File: src/phist_pkg.sv
`timescale 1ns / 1ps
`default_nettype none
// ----------------------------------------------------------------------------
// phist_pkg: shared types and constants of the pixel histogram unit
// Mode codes, default sizes and the command/status bundles between the
// controller and the datapath.
// ----------------------------------------------------------------------------
package phist_pkg;

  localparam int unsigned BINS_DEF        = 256;
  localparam int unsigned COUNT_WIDTH_DEF = 32;

  localparam int unsigned PIXEL_W     = 8;
  localparam int unsigned MODE_W      = 2;
  localparam int unsigned OUT_COUNT_W = 32;
  localparam int unsigned IN_TDATA_W  = 8;
  localparam int unsigned OUT_TDATA_W = 40;

  typedef enum logic [MODE_W-1:0] {
    MODE_CLEAR = 2'd0,
    MODE_COUNT = 2'd1,
    MODE_READ  = 2'd2
  } phist_mode_e;

  // Controller to datapath
  typedef struct packed {
    logic load_item;  // latch the accepted request
    logic sweep;      // write zero at the sweep pointer and advance it
    logic update;     // write back the incremented bin
    logic out_load;   // load the result register
  } phist_cmd_t;

  // Datapath to controller
  typedef struct packed {
    logic sweep_last;  // sweep pointer sits on the last bin
    logic out_free;    // result register can take a new result
    logic item_read;   // latched request is a read
  } phist_status_t;

endpackage
`default_nettype wire

File: src/phist_ctrl.sv
`timescale 1ns / 1ps
`default_nettype none
// ----------------------------------------------------------------------------
// phist_ctrl: sequencer of the pixel histogram unit
// Runs the clearing sweep, the read-modify-write of a count and the
// lookup of a read, one request at a time.
// ----------------------------------------------------------------------------
module phist_ctrl
  import phist_pkg::*;
(
  input  wire logic              clk_i,
  input  wire logic              rst_ni,
  input  wire logic              s_tvalid_i,
  input  wire logic [MODE_W-1:0] mode_i,
  output logic                   s_tready_o,
  input  wire phist_status_t     status_i,
  output phist_cmd_t             cmd_o
);

  typedef enum logic [3:0] {
    ST_INIT   = 4'b0001,
    ST_IDLE   = 4'b0010,
    ST_CLEAR  = 4'b0100,
    ST_LOOKUP = 4'b1000
  } state_e;

  state_e      state_q, state_d;
  phist_mode_e mode;

  assign mode = phist_mode_e'(mode_i);

  always_comb begin
    state_d    = state_q;
    cmd_o      = '0;
    s_tready_o = 1'b0;
    case (state_q)
      ST_INIT, ST_CLEAR: begin
        cmd_o.sweep = 1'b1;
        if (status_i.sweep_last) begin
          state_d = ST_IDLE;
        end
      end
      ST_IDLE: begin
        s_tready_o = 1'b1;
        if (s_tvalid_i) begin
          cmd_o.load_item = 1'b1;
          if (mode == MODE_CLEAR) begin
            state_d = ST_CLEAR;
          end else if (mode inside {MODE_COUNT, MODE_READ}) begin
            state_d = ST_LOOKUP;
          end
        end
      end
      ST_LOOKUP: begin
        if (status_i.item_read) begin
          // hold until the result register drains
          if (status_i.out_free) begin
            cmd_o.out_load = 1'b1;
            state_d        = ST_IDLE;
          end
        end else begin
          cmd_o.update = 1'b1;
          state_d      = ST_IDLE;
        end
      end
      default: begin
        state_d = ST_INIT;
      end
    endcase
  end

  always_ff @(posedge clk_i or negedge rst_ni) begin
    if (!rst_ni) begin
      state_q <= ST_INIT;
    end else begin
      state_q <= state_d;
    end
  end

  a_lookup_from_idle: assert property (@(posedge clk_i) disable iff (!rst_ni)
    state_q == ST_LOOKUP |->
      ($past(state_q) == ST_IDLE || $past(state_q) == ST_LOOKUP))
    else $error("lookup entered without an accepted request");

endmodule
`default_nettype wire

File: config.mk
export PLATFORM = sky130hd
export DESIGN_NAME = phist_ctrl
export DESIGN_NICKNAME = d
export VERILOG_FILES = /design/src/phist_pkg.sv /design/src/phist_ctrl.sv
export SDC_FILE = /design/constraint.sdc
export NUM_CORES = 1
export LEC_CHECK = 0
export ABC_CLOCK_PERIOD_IN_PS = 3700
export BUFFER_PORTS_ARGS = -buffer_cell sky130_fd_sc_hd__clkbuf_2
export CAP_MARGIN = 20
export CORE_AREA = 2 2 39 41
export CTS_CLUSTER_SIZE = 25
export DETAILED_ROUTE_END_ITERATION = 12
export DIE_AREA = 0 0 41 43
export GPL_TIMING_DRIVEN = 0
export HOLD_SLACK_MARGIN = 0.05
export PLACE_DENSITY = 0.48
export SYNTH_ARGS = -nofsm -noshare
export SYNTH_HDL_FRONTEND = slang
export SYNTH_SLANG_ARGS = --single-unit
File: constraint.sdc
create_clock -name clk_i -period 3.7 [get_ports clk_i]
set_input_delay 0.185 -clock clk_i [delete_from_list [all_inputs] [get_ports clk_i]]
set_output_delay 0.185 -clock clk_i [all_outputs]
set_load 0.01 [all_outputs]
==> flow_summary.rst <==
.. list-table::
   :header-rows: 1

   * - Metric
     - Value
   * - Yosys Warn Count
     - 0
   * - TritonCTS clock tree
     - done
   * - Vias after detailed routing
     - 275
   * - Number of DRC violations after detailed-routing iteration 0
     - 1
   * - Classification of the worst setup path
     - register to primary output
   * - Cells taking the most area after synthesis
     - sky130_fd_sc_hd__dfrtp_1, sky130_fd_sc_hd__dfstp_2, sky130_fd_sc_hd__nor4b_2
   * - Std-Cell Core Area
     - 0.00138 mm²
   * - Capturing point of the worst reg2reg path
     - state_q[1]
   * - R2r setup slk
     - 2.16 ns
   * - Detailed-routing iteration count for the pre-antenna-repair pass
     - 4
   * - Routing usage on met3
     - 4.71%
   * - Top flop regs
     - state_q x4
   * - Worst min-delay path endpoint
     - state_q[3]
   * - Diode insertion count for antenna repair
     - 0
   * - Clock insertion delay at the later pin of the skew report
     - 0.23 ns
   * - Area share of the largest cell type after synthesis
     - 26.1%
   * - Post-route setup TNS
     - 0 ns
   * - Starting Density
     - 20.8%
   * - Gp weighted congestion
     - 0.667
   * - Biggest register
     - state_q
   * - Most used routing layer
     - met2
   * - Shortest clock period the worst path allows after layout
     - 1.72 ns
   * - Leftover overflow at the end of global routing
     - 0
   * - Cell type with the largest total area after synthesis
     - sky130_fd_sc_hd__dfrtp_1
   * - Clock network fraction of design power
     - 24.8%
   * - Routed length per instance
     - 9.58 µm
   * - Critical Path Max Stage Delay
     - 0.60 ns
   * - Switching portion of total power
     - 34.7%
   * - Peak supply drop
     - 0.160 mV
   * - Net Sw Power
     - 0.0000809 W
   * - Critical Path Sink Type
     - primary output
   * - Start point of the worst min-delay path
     - s_tvalid_i
   * - Crit-path slowest cell
     - sky130_fd_sc_hd__or4b_4
   * - ANT nets after route
     - 0
   * - Synth unique cells
     - 24
   * - Largest fanout on the critical path
     - 6
   * - Number of nets produced by synthesis
     - 37
   * - Clock root buffer master
     - sky130_fd_sc_hd__clkbuf_4
   * - Number of stages on the worst hold path
     - 3
   * - Tightest hold margin
     - 0.228 ns
   * - Min-delay worst type
     - primary input to register
   * - Number of slew-limit violations in the final report
     - 0
   * - Count of mapped cells out of synthesis
     - 29
   * - Startpoint Class
     - register
   * - Number of buffers inserted during clock tree synthesis
     - 3
   * - Power density relative to cell area
     - 578 mW/mm²
   * - Layout filler cell count
     - 155
   * - Number of storage elements in the synthesis netlist
     - 4
   * - Longest Clk Path Bufs
     - 2
   * - Input/output buffers
     - 12
   * - I/O pin count
     - 13
   * - GR Layer Usage met1
     - 9.74%
   * - Outcome
     - complete, no violations
   * - Final hold viol count
     - 0
   * - Startpoint of the lowest-slack register-to-register path
     - state_q[2]
   * - H-tree Lvls
     - 1
   * - Total Routed Length
     - 594 µm
   * - Achievable Freq
     - 0.583 GHz
   * - Count of max-cap constraint violations
     - 0
   * - Post-Synthesis Cell Area
     - 288 µm²
   * - Die Wd
     - 41 µm
   * - Most frequent standard cell in the layout excluding fill and tap cells
     - sky130_fd_sc_hd__clkbuf_2
   * - Global Route met2 Usage
     - 13.1%
   * - Final worst path period share
     - 46.4%
   * - Placement row count
     - 14
   * - Final setup viols
     - 0
   * - Commonest cells after routing, fill and taps aside
     - sky130_fd_sc_hd__clkbuf_2, sky130_fd_sc_hd__nor2_1, sky130_fd_sc_hd__clkbuf_4, sky130_fd_sc_hd__dfrtp_1, sky130_fd_sc_hd__nand2_1
   * - Internal Dissipation
     - 0.000153 W
   * - Worst slew slack as a fraction of its limit
     - 71.1%
   * - Fraction of power consumed by sequential logic
     - 34.0%
   * - Cell depth of the worst flop-to-flop path
     - 3
   * - Vias in the first global route
     - 254
   * - First-pass GRT wire length
     - 1.01 mm
   * - Pin count of the biggest net entering global routing
     - 9
   * - Number of flip-flops in the largest register
     - 4
   * - Global router's overall resource usage
     - 9.37%
   * - Height of the die
     - 43 µm
   * - Layout overhead on the synthesized area
     - 40.4%
   * - Sequence of cells on the critical path
     - or4b_4 > nor2_1 > clkbuf_2
   * - Antenna violations before repair
     - 0
   * - Via-to-Cell Ratio
     - 4.44
   * - Seq/Total Area, Yosys
     - 35.2%
   * - Largest clock skew in the final design
     - 0.00599 ns
   * - Post-Syn Area per Cell
     - 9.92 µm²
   * - Leakage power summed over all cells
     - 0.189 nW
   * - Die area
     - 0.00176 mm²
   * - Remaining routing DRC violations
     - 0
   * - Required time at the worst-slack endpoint
     - 3.51 ns
   * - Setup slack after placement
     - 2.17 ns
   * - Total power consumption of the routed design
     - 0.000233 W
   * - Relative contribution of combinational cells to total power
     - 41.2%
   * - Finished Core Util
     - 29.2%
   * - Fraction of final layout cells with drive strength greater than 1
     - 47.8%
   * - Reg clk slew, reported paths
     - 0.04 ns
   * - Final layout net count
     - 55
   * - Total number of clock tree sinks
     - 4
   * - Smallest setup slack after layout
     - 1.98 ns
   * - Worst path arrival time
     - 1.53 ns
   * - RSZ-0062 raised after global routing
     - false
   * - Worst Tran Pin Value
     - 0.433 ns
   * - CTS resizes
     - 0
==> per-layer routing <==
metal | wire length [µm] | vias to the layer above | part of all wire [%]
met2 | 305 | 8 | 51
met3 | 27 | 2 | 4.5
li1 | - | 144 | -
met5 | 0 | - | 0
met1 | 245 | 121 | 41
met4 | 14 | 0 | 2.4
==> cells in the mapped netlist <==
cell                       instances
sky130_fd_sc_hd__and3b_1           1
sky130_fd_sc_hd__dfrtp_1           3
sky130_fd_sc_hd__nand2_1           2
sky130_fd_sc_hd__nor4_1            1
sky130_fd_sc_hd__o21ai_0           1
sky130_fd_sc_hd__nor2b_1           1
sky130_fd_sc_hd__inv_1             1
sky130_fd_sc_hd__and2_1            1
sky130_fd_sc_hd__o31a_1            1
sky130_fd_sc_hd__nor3b_2           1
sky130_fd_sc_hd__nor2_1            3
sky130_fd_sc_hd__or4b_4            1
sky130_fd_sc_hd__o21a_1            1
sky130_fd_sc_hd__nand3_1           1
sky130_fd_sc_hd__and3_1            1
sky130_fd_sc_hd__xnor2_1           1
sky130_fd_sc_hd__nor3_1            1
sky130_fd_sc_hd__a21bo_2           1
sky130_fd_sc_hd__a32o_2            1
sky130_fd_sc_hd__dfstp_2           1
sky130_fd_sc_hd__a211oi_2          1
sky130_fd_sc_hd__o21bai_1          1
sky130_fd_sc_hd__nor4b_2           1
sky130_fd_sc_hd__o31ai_1           1
==> cell type report <==
type                            count  area, µm²  area share [%]
Inverter                            1       3.75           0.929
Tap cell                           16       20.0            4.95
Clock buffer                        4       26.3            6.50
Sequential cell                     4        101            25.1
Multi-Input combinational cell     24        183            45.2
Timing Repair Buffer               13       70.1            17.3
==> cell families (layout without fill, tap and decap cells) <==
logic type / count (synthesis) / after routing / synth area share (%)
and+or+nand+nor: 15 / 15 / 36.1
DFF: 4 / 4 / 35.2
xor gates and xnor gates: 1 / 1 / 3.04
buffers and inverters: 1 / 18 / 1.30
AOI/OAI and AO/OA: 8 / 8 / 24.3
==> critical path, delay by kind of cell, from the launching register on <==
kind	cells	cell delay (ns)
DFF	1	0.44
and+or+nand+nor	2	0.72
buffers and inverters	1	0.13
==> how the worst max path moves through the flow <==
stage / startpoint / to / slack [ns] / depth (start not counted)
6_report: state_q[2] / cmd_o[0] / 1.98 / 3
5_1_grt: state_q[2] / cmd_o[0] / 1.93 / 3
4_1_cts: state_q[2] / cmd_o[0] / 1.97 / 3
3_5_place_dp: state_q[2] / state_q[1] / 2.17 / 3
3_3_place_gp: state_q[2] / state_q[3] / 2.18 / 3
2_1_floorplan: state_q[2] / state_q[3] / 2.29 / 3
==> through the flow <==
step / instance area [µm²] / instances
finish: 404 / 62
global route: 404 / 62
CTS: 404 / 62
detailed placement: 368 / 57
global placement: 368 / 57
floorplan: 288 / 29
==> power groups by stage <==
| stage | clock [W] | combinational [W] | sequential [W] |
|---|---|---|---|
| after floorplan | 0 | 0.0000691 | 0.0000760 |
| after global placement | 0 | 0.0000963 | 0.0000804 |
| after detailed placement | 0 | 0.0000959 | 0.0000806 |
| after CTS | 0.0000614 | 0.0000973 | 0.0000800 |
| after global routing | 0.0000626 | 0.000108 | 0.0000838 |
| final | 0.0000578 | 0.0000962 | 0.0000795 |
==> what timing repair did <==
action,CTS,global route
setup buffers,0,0
hold endpoints to repair,4,0
hold buffers,1,0
(Power assumes the default switching activity.)
